--- src/hw/rtl/ialu_pkg.sv ---
package ialu_pkg;

    typedef enum logic [4:0] {
        OP_ADD   = 5'd0,  OP_ADDU  = 5'd1,  OP_SUB  = 5'd2,  OP_SUBU  = 5'd3,
        OP_AND   = 5'd4,  OP_OR    = 5'd5,  OP_XOR  = 5'd6,  OP_NOR   = 5'd7,
        OP_SLT   = 5'd8,  OP_SLTU  = 5'd9,  OP_ADDI = 5'd10, OP_ADDIU = 5'd11,
        OP_SLTI  = 5'd12, OP_SLTIU = 5'd13, OP_ANDI = 5'd14, OP_ORI   = 5'd15,
        OP_XORI  = 5'd16, OP_LUI   = 5'd17, OP_SLL  = 5'd18, OP_SRL   = 5'd19,
        OP_SRA   = 5'd20, OP_SLLV  = 5'd21, OP_SRLV = 5'd22, OP_SRAV  = 5'd23,
        OP_MULT  = 5'd24, OP_MULTU = 5'd25, OP_DIV  = 5'd26, OP_DIVU  = 5'd27,
        OP_MFHI  = 5'd28, OP_MTHI  = 5'd29, OP_MFLO = 5'd30, OP_MTLO  = 5'd31
    } t_opcode;

    typedef struct packed {
        t_opcode     opcode;
        logic [31:0] rs_value;
        logic [31:0] rt_value;
        logic [15:0] immediate;
        logic [4:0]  shift_amount;
    } t_in_item;

    typedef struct packed {
        logic [31:0] result;
        logic        writes_register;
    } t_out_item;

    // Controller to datapath.
    typedef struct packed {
        logic load;      // capture operands and run the ALU ops
        logic mul_lo;    // first multiply step, forms both partial products
        logic mul_hi;    // second multiply step, writes HI/LO
        logic div_init;  // set up divider
        logic div_step;  // one restoring divide step
        logic div_fin;   // fix signs and write HI/LO
    } t_cmd;

    // Datapath to controller.
    typedef struct packed {
        logic is_mul;
        logic is_div;
        logic div_zero;
    } t_status;

endpackage

--- src/hw/rtl/ialu_ctrl.sv ---
module ialu_ctrl (
    input  logic             i_clk,
    input  logic             i_rst_n,
    input  logic             i_in_valid,
    input  logic             i_out_stall,
    input  ialu_pkg::t_status i_status,
    output logic             o_in_stall,
    output logic             o_out_valid,
    output ialu_pkg::t_cmd   o_cmd
);

    typedef enum logic [2:0] {
        S_IDLE, S_DECODE, S_MUL1, S_MUL2, S_DIVI, S_DIVS, S_DIVF, S_OUT
    } t_state;

    t_state     r_state;
    logic [4:0] r_cnt;

    assign o_in_stall  = (r_state != S_IDLE);
    assign o_out_valid = (r_state == S_OUT);

    always_comb begin
        o_cmd          = '0;
        o_cmd.load     = (r_state == S_IDLE) && i_in_valid;
        o_cmd.mul_lo   = (r_state == S_MUL1);
        o_cmd.mul_hi   = (r_state == S_MUL2);
        o_cmd.div_init = (r_state == S_DIVI);
        o_cmd.div_step = (r_state == S_DIVS);
        o_cmd.div_fin  = (r_state == S_DIVF);
    end

    always_ff @(posedge i_clk) begin
        if (!i_rst_n) begin
            r_state <= S_IDLE;
            r_cnt   <= '0;
        end else begin
            unique case (r_state)
                S_IDLE: begin
                    if (i_in_valid) r_state <= S_DECODE;
                end
                S_DECODE: begin
                    priority if (i_status.is_mul) r_state <= S_MUL1;
                    else if (i_status.is_div && !i_status.div_zero) r_state <= S_DIVI;
                    else r_state <= S_OUT;
                end
                S_MUL1: r_state <= S_MUL2;
                S_MUL2: r_state <= S_OUT;
                S_DIVI: begin
                    r_cnt   <= '0;
                    r_state <= S_DIVS;
                end
                S_DIVS: begin
                    r_cnt <= r_cnt + 5'd1;
                    if (r_cnt == 5'd31) r_state <= S_DIVF;
                end
                S_DIVF: r_state <= S_OUT;
                S_OUT: begin
                    if (!i_out_stall) r_state <= S_IDLE;
                end
                default: r_state <= S_IDLE;
            endcase
        end
    end

    a_stall_busy: assert property (@(posedge i_clk) disable iff (!i_rst_n)
        o_out_valid |-> o_in_stall) else $error("accepting while result pending");
    a_div_len: assert property (@(posedge i_clk) disable iff (!i_rst_n)
        o_cmd.div_fin |-> $past(o_cmd.div_step)) else $error("divide finished early");
    a_mul_seq: assert property (@(posedge i_clk) disable iff (!i_rst_n)
        o_cmd.mul_lo |=> o_cmd.mul_hi) else $error("multiply sequence broken");

endmodule

--- src/hw/rtl/ialu_dp.sv ---
module ialu_dp (
    input  logic                i_clk,
    input  logic                i_rst_n,
    input  ialu_pkg::t_in_item  i_item,
    input  ialu_pkg::t_cmd      i_cmd,
    output ialu_pkg::t_status   o_status,
    output ialu_pkg::t_out_item o_item
);

    ialu_pkg::t_opcode r_op;
    logic [31:0] r_a, r_b;
    logic [31:0] r_hi, r_lo;
    logic [31:0] r_res;
    logic        r_wr;
    logic        r_neg_a, r_neg_b;
    logic [31:0] r_q, r_rem, r_div;
    logic [49:0] r_pl, r_ph;

    logic [31:0] n_res, sx_imm, zx_imm, rs, rt, sh_l, sh_rl, sh_ra;
    logic        n_wr;
    logic [4:0]  sh_n;
    logic [33:0] trial;
    logic [32:0] rem_sh;
    logic        sgn;
    logic [63:0] prod;
    logic [32:0] sa_ext;
    logic [16:0] sbh_ext, sbl_ext;

    assign rs     = i_item.rs_value;
    assign rt     = i_item.rt_value;
    assign sx_imm = {{16{i_item.immediate[15]}}, i_item.immediate};
    assign zx_imm = {16'd0, i_item.immediate};

    always_comb begin
        sh_n = i_item.shift_amount;
        if (i_item.opcode == ialu_pkg::OP_SLLV || i_item.opcode == ialu_pkg::OP_SRLV ||
            i_item.opcode == ialu_pkg::OP_SRAV) sh_n = rs[4:0];
    end
    assign sh_l  = rt << sh_n;
    assign sh_rl = rt >> sh_n;
    assign sh_ra = 32'($signed(rt) >>> sh_n);

    always_comb begin
        n_res = '0;
        n_wr  = 1'b1;
        unique case (i_item.opcode)
            ialu_pkg::OP_ADD, ialu_pkg::OP_ADDU:   n_res = rs + rt;
            ialu_pkg::OP_SUB, ialu_pkg::OP_SUBU:   n_res = rs - rt;
            ialu_pkg::OP_AND:   n_res = rs & rt;
            ialu_pkg::OP_OR:    n_res = rs | rt;
            ialu_pkg::OP_XOR:   n_res = rs ^ rt;
            ialu_pkg::OP_NOR:   n_res = ~(rs | rt);
            ialu_pkg::OP_SLT:   n_res = {31'd0, $signed(rs) < $signed(rt)};
            ialu_pkg::OP_SLTU:  n_res = {31'd0, rs < rt};
            ialu_pkg::OP_ADDI, ialu_pkg::OP_ADDIU: n_res = rs + sx_imm;
            ialu_pkg::OP_SLTI:  n_res = {31'd0, $signed(rs) < $signed(sx_imm)};
            ialu_pkg::OP_SLTIU: n_res = {31'd0, rs < sx_imm};
            ialu_pkg::OP_ANDI:  n_res = rs & zx_imm;
            ialu_pkg::OP_ORI:   n_res = rs | zx_imm;
            ialu_pkg::OP_XORI:  n_res = rs ^ zx_imm;
            ialu_pkg::OP_LUI:   n_res = {i_item.immediate, 16'd0};
            ialu_pkg::OP_SLL, ialu_pkg::OP_SLLV: n_res = sh_l;
            ialu_pkg::OP_SRL, ialu_pkg::OP_SRLV: n_res = sh_rl;
            ialu_pkg::OP_SRA, ialu_pkg::OP_SRAV: n_res = sh_ra;
            ialu_pkg::OP_MFHI:  n_res = r_hi;
            ialu_pkg::OP_MFLO:  n_res = r_lo;
            ialu_pkg::OP_MULT, ialu_pkg::OP_MULTU, ialu_pkg::OP_DIV, ialu_pkg::OP_DIVU,
            ialu_pkg::OP_MTHI, ialu_pkg::OP_MTLO: n_wr = 1'b0;
            default: n_wr = 1'b1;
        endcase
    end

    assign sgn = (r_op == ialu_pkg::OP_MULT) || (r_op == ialu_pkg::OP_DIV);

    // Multiply splits b into 16-bit halves: two 33x17 signed partial products,
    // summed in the following cycle.
    assign sa_ext  = {sgn & r_a[31], r_a};
    assign sbh_ext = {sgn & r_b[31], r_b[31:16]};
    assign sbl_ext = {1'b0, r_b[15:0]};
    assign prod    = {r_ph[47:0], 16'd0} + {{14{r_pl[49]}}, r_pl};

    assign rem_sh = {r_rem, r_q[31]};
    assign trial  = {1'b0, rem_sh} - {2'b0, r_div};

    assign o_status.is_mul   = (r_op == ialu_pkg::OP_MULT) || (r_op == ialu_pkg::OP_MULTU);
    assign o_status.is_div   = (r_op == ialu_pkg::OP_DIV) || (r_op == ialu_pkg::OP_DIVU);
    assign o_status.div_zero = (r_b == '0);

    always_ff @(posedge i_clk) begin
        if (!i_rst_n) begin
            r_hi <= '0;
            r_lo <= '0;
        end else begin
            if (i_cmd.load) begin
                r_op  <= i_item.opcode;
                r_a   <= rs;
                r_b   <= rt;
                r_res <= n_res;
                r_wr  <= n_wr;
                if (i_item.opcode == ialu_pkg::OP_MTHI) r_hi <= rs;
                if (i_item.opcode == ialu_pkg::OP_MTLO) r_lo <= rs;
            end
            if (i_cmd.mul_lo) begin
                r_pl <= 50'($signed(sa_ext) * $signed(sbl_ext));
                r_ph <= 50'($signed(sa_ext) * $signed(sbh_ext));
            end
            if (i_cmd.mul_hi) begin
                {r_hi, r_lo} <= prod;
            end
            if (i_cmd.div_init) begin
                r_neg_a <= sgn & r_a[31];
                r_neg_b <= sgn & r_b[31];
                r_q     <= (sgn & r_a[31]) ? 32'd0 - r_a : r_a;
                r_div   <= (sgn & r_b[31]) ? 32'd0 - r_b : r_b;
                r_rem   <= '0;
            end
            if (i_cmd.div_step) begin
                if (!trial[33]) begin
                    r_rem <= trial[31:0];
                    r_q   <= {r_q[30:0], 1'b1};
                end else begin
                    r_rem <= rem_sh[31:0];
                    r_q   <= {r_q[30:0], 1'b0};
                end
            end
            if (i_cmd.div_fin) begin
                r_lo <= (r_neg_a ^ r_neg_b) ? 32'd0 - r_q : r_q;
                r_hi <= r_neg_a ? 32'd0 - r_rem : r_rem;
            end
        end
    end

    assign o_item.result          = r_res;
    assign o_item.writes_register = r_wr;

    a_nowr_zero: assert property (@(posedge i_clk) disable iff (!i_rst_n)
        $past(i_cmd.load) && !r_wr |-> r_res == '0) else $error("nonzero result without write");

endmodule

--- src/hw/rtl/integer_alu_with_hi_lo_muldiv_top.sv ---
// Channel | Direction | Handshake                   | Payload
// in      | input     | i_in_valid / o_in_stall     | i_in_item  (ialu_pkg::t_in_item)
// out     | output    | o_out_valid / i_out_stall   | o_out_item (ialu_pkg::t_out_item)
// One transaction in flight at a time; the result waits in an output register.
// ALU ops and HI/LO moves: accepted in S_IDLE, pass S_DECODE, result valid in S_OUT.
// Multiply: two 33x17 partial products in one step (S_MUL1) and their sum in the next (S_MUL2).
// Divide: setup, the 32-step restoring divider, then sign fix-up; divide by zero skips all three.
// Reset (synchronous, active low) clears HI/LO and the controller.
// While the result is stalled, o_in_stall stays high.
module integer_alu_with_hi_lo_muldiv_top (
    input  logic                i_clk,
    input  logic                i_rst_n,
    input  logic                i_in_valid,
    output logic                o_in_stall,
    input  ialu_pkg::t_in_item  i_in_item,
    output logic                o_out_valid,
    input  logic                i_out_stall,
    output ialu_pkg::t_out_item o_out_item
);

    ialu_pkg::t_cmd    cmd;
    ialu_pkg::t_status status;

    ialu_ctrl u_ctrl (
        .i_clk       (i_clk),
        .i_rst_n     (i_rst_n),
        .i_in_valid  (i_in_valid),
        .i_out_stall (i_out_stall),
        .i_status    (status),
        .o_in_stall  (o_in_stall),
        .o_out_valid (o_out_valid),
        .o_cmd       (cmd)
    );

    ialu_dp u_dp (
        .i_clk    (i_clk),
        .i_rst_n  (i_rst_n),
        .i_item   (i_in_item),
        .i_cmd    (cmd),
        .o_status (status),
        .o_item   (o_out_item)
    );

endmodule

--- config.mk ---
export PLATFORM = sky130hd
export DESIGN_NAME = integer_alu_with_hi_lo_muldiv_top
export DESIGN_NICKNAME = d
export VERILOG_FILES = /design/src/hw/rtl/ialu_pkg.sv /design/src/hw/rtl/ialu_ctrl.sv /design/src/hw/rtl/ialu_dp.sv /design/src/hw/rtl/integer_alu_with_hi_lo_muldiv_top.sv
export SDC_FILE = /design/constraint.sdc
export NUM_CORES = 2
export LEC_CHECK = 0
export ABC_AREA = 1
export BUFFER_PORTS_ARGS = -buffer_cell sky130_fd_sc_hd__clkbuf_2
export CAP_MARGIN = 15
export CORE_ASPECT_RATIO = 1.1
export CORE_MARGIN = 8
export CORE_UTILIZATION = 51
export CTS_CLUSTER_DIAMETER = 120
export CTS_CLUSTER_SIZE = 28
export DETAILED_ROUTE_END_ITERATION = 10
export PLACE_DENSITY = 0.67
export SETUP_SLACK_MARGIN = 0.1
export SYNTH_ARGS = -nofsm -noshare
export SYNTH_HDL_FRONTEND = slang
export SYNTH_HIERARCHICAL = 1
export SYNTH_SLANG_ARGS = --single-unit
--- constraint.sdc ---
create_clock -name i_clk -period 10.2 [get_ports i_clk]
set_clock_uncertainty 0.2 [all_clocks]
set_input_delay 1.02 -clock i_clk [delete_from_list [all_inputs] [get_ports i_clk]]
set_output_delay 1.02 -clock i_clk [all_outputs]
set_load 0.02 [all_outputs]
==> metrics.md <==
| Metric | Value |
|---|---|
| Run status | `complete, no violations` |
| FFs w/ async S/R, synth | `0%` |
| Cell taking the most area after synthesis | `fa_1` |
| Vias in the first global route | `70490` |
| Num CTS Buffers | `22` |
| Slowest cell on crit path | `buf_4` |
| Post-DR vias/cell | `5.802` |
| Clk Tree Root Cell | `clkbuf_16` |
| Number of I/O port buffers | `128` |
| F_max | `129.9 MHz` |
| Crit path max fanout | `29` |
| 1st-iter DRT viols | `7429` |
| Iteration count of the initial detailed-routing pass | `7` |
| DP HPWL | `237.0 mm` |
| First-pass GRT wire length | `441.0 mm` |
| CTS H-tree lvls | `1` |
| Sum Neg Setup Slack | `0 ps` |
| RePlAce Congestion | `1.090` |
| Total gr overflow | `0` |
| Fin. Hold Viols | `0` |
| Distinct cells, synth | `58` |
| DR WL/cell | `24.76 um` |
| CTS tree | `yes` |
| Die Span X | `377.4 um` |
| Num rows | `146` |
| Cts repair resizes | `0` |
| Worst-margin pin slew | `1269 ps` |
| Filler instances | `14320` |
| Area growth, synth to finish | `4.543%` |
| CP max stage delay | `570 ps` |
| Max_cap viols | `0` |
| Startpoint Class | `flip-flop` |
| Layout cells sized above 1 | `3.691%` |
| Post-layout minimum cycle time | `7698 ps` |
| Top post-synthesis cells by count | `nand2_1, inv_1, fa_1` |
| GRT Overall Usage | `37.51%` |
| Post-CTS Repair Setup Buffers | `0` |
| Hold Crit Class | `reg2reg` |
| Data required time of the critical path | `10370 ps` |
| RSZ-0062 raised after global routing | `no` |
| Cell mode on critical path | `fa_1` |
| Die height | `413.5 um` |
| Via count | `69690` |
| Top_reg_cell synth | `edfxtp_1` |
| Sequential-to-total area share from yosys stat | `14.18%` |
| Initial antenna violation count | `20` |
| Synthesized area | `73260 um2` |
| Crit. End Element | `flip-flop` |
| Placeable Area | `143200 um2` |
| Antenna-violating nets left | `0` |
| Net count after synthesis | `11840` |
| I/O Pins | `129` |
| Starting Density | `51.15%` |
| Syn_area_per_cell | `7.177 um2` |
| Max-slew violation count | `0` |
| Synth area leaders | `fa_1, nand2_1, edfxtp_1` |
| Clk buf depth | `3` |
| Total Routed Length | `297.4 mm` |
| Clk_lat worst skew | `670 ps` |
| Largest net degree at the start of global routing | `73` |
| EDFF count, synth | `298` |
| Max-slew headroom | `15.39%` |
| Sink Count | `370` |
| Clock slew at reported path FFs | `110 ps` |
| Cell with the most instances after synthesis | `nand2_1` |
| Area fraction of the dominant cell type after synthesis | `28.12%` |
| Final setup viols | `0` |
| Seq cells post-synth | `370` |
| Critical path class | `reg2reg` |
| Syn Inst Count | `10210` |
| CP arrival | `7870 ps` |
| Fin crit share | `75.47%` |
| # hold bufs at CTS | `0` |
| Syn. warnings | `6` |
| Die area | `156100 um2` |
| DR DRC count | `0` |
| Layout Nets | `11700` |
[sequential cells by signal (all words and copies together), names as in the netlist, 32 cells and up]
signal and flops:
u_dp/r_pl 50, u_dp/r_ph 48, u_dp/r_a 32, u_dp/r_b 32, u_dp/r_div 32, u_dp/r_hi 32, u_dp/r_lo 32, u_dp/r_q 32
u_dp/r_rem 32, u_dp/r_res 32
[critical path, delay by kind of cell, from the launching register on]
kind / cells / cell delay, ps
adders and majority gates: 7 / 3230
buffers and inverters: 6 / 1670
and+or+nand+nor: 11 / 1250
AOI/OAI and AO/OA: 2 / 580
DFF: 1 / 370
xor gates and xnor gates: 1 / 60
[through the flow]
step	setup slack, ps	cell area, um2	cells	utilization (%)	hold slack (ps)
final	2502	76590	12010	53.48	276.1
after global routing	2232	76570	12000	53.46	301.0
after CTS	2575	76480	12000	53.40	276.8
after detailed placement	2594	75650	11960	52.82	259.9
after global placement	2711	75650	11960	52.82	259.2
after floorplan	3527	73260	10210	-	224.4
[path summary, 6_finish.rpt]
check / start / endpoint / slack, ps / depth (start not counted)
hold / removal: u_dp/r_lo[10] / u_dp/r_lo[10] / 280 / 2
setup reg to reg: u_dp/r_op[3] / u_dp/r_ph[31] / 2500 / 27
setup / recovery: u_dp/r_op[3] / u_dp/r_ph[31] / 2500 / 27
hold reg to reg: u_dp/r_lo[10] / u_dp/r_lo[10] / 280 / 2
[area by class of cell]
class	count	area, um2	share of cell area, %
Antenna cell	8	20.02	0.02614
Clock buffer	30	601.8	0.7858
Clock inverter	10	236.5	0.3088
Inverter	2293	8617	11.25
Multi-Input combinational cell	7124	52690	68.79
Sequential cell	370	10390	13.57
Tap cell	1924	2407	3.143
Timing Repair Buffer	252	1629	2.127
[metal layers]
| metal | routed length [um] | vias up | global-route usage [%] |
|---|---|---|---|
| met2 | 135400 | 3643 | 61.39 |
| li1 | - | 31080 | - |
| met1 | 113100 | 34060 | 46.18 |
| met4 | 22620 | 4 | 23.23 |
| met5 | 29 | - | 0 |
| met3 | 26250 | 900 | 6.424 |
[cells in the final DEF, fill, tap and decap left out, types with 7 or more instances in the layout]
cell,synthesis,layout
a221oi_1,28,28
nand3b_1,16,16
xnor2_1,68,68
or2_2,40,40
a211oi_1,9,9
clkbuf_16,0,23
o21bai_1,33,33
nor4_1,25,25
nand4_1,94,94
nor2_1,641,636
buf_4,5,120
a21boi_0,17,17
o31ai_1,7,7
nand3_1,612,612
nor3_1,80,78
o21a_1,9,9
o21ai_1,16,15
a22oi_1,7,7
and3_1,10,10
clkbuf_2,0,128
nand2_1,2517,2517
o21ai_0,525,524
xor2_1,106,106
a21o_1,30,30
fa_1,1029,1029
ha_1,509,509
clkbuf_1,299,7
diode_2,0,8
o211ai_1,27,27
a31oi_1,48,48
a21oi_1,552,552
edfxtp_1,298,298
o22ai_1,16,16
inv_2,8,10
dfxtp_1,72,72
inv_1,2277,2273
[cell families (layout without fill, tap and decap cells)]
family	Yosys count	count (layout)	share of synthesized area, %
xor gates and xnor gates	174	174	2.080
and+or+nand+nor	4061	4061	22.81
other	0	8	0
adders and majority gates	1538	1538	36.81
DFF	370	370	14.18
buffers and inverters	2714	2585	14.01
AOI/OAI and AO/OA	1351	1351	10.11
Power is left out: the tool's default activity adds up to more than one toggle a clock period on the data nets, which glitch-free logic cannot reach.
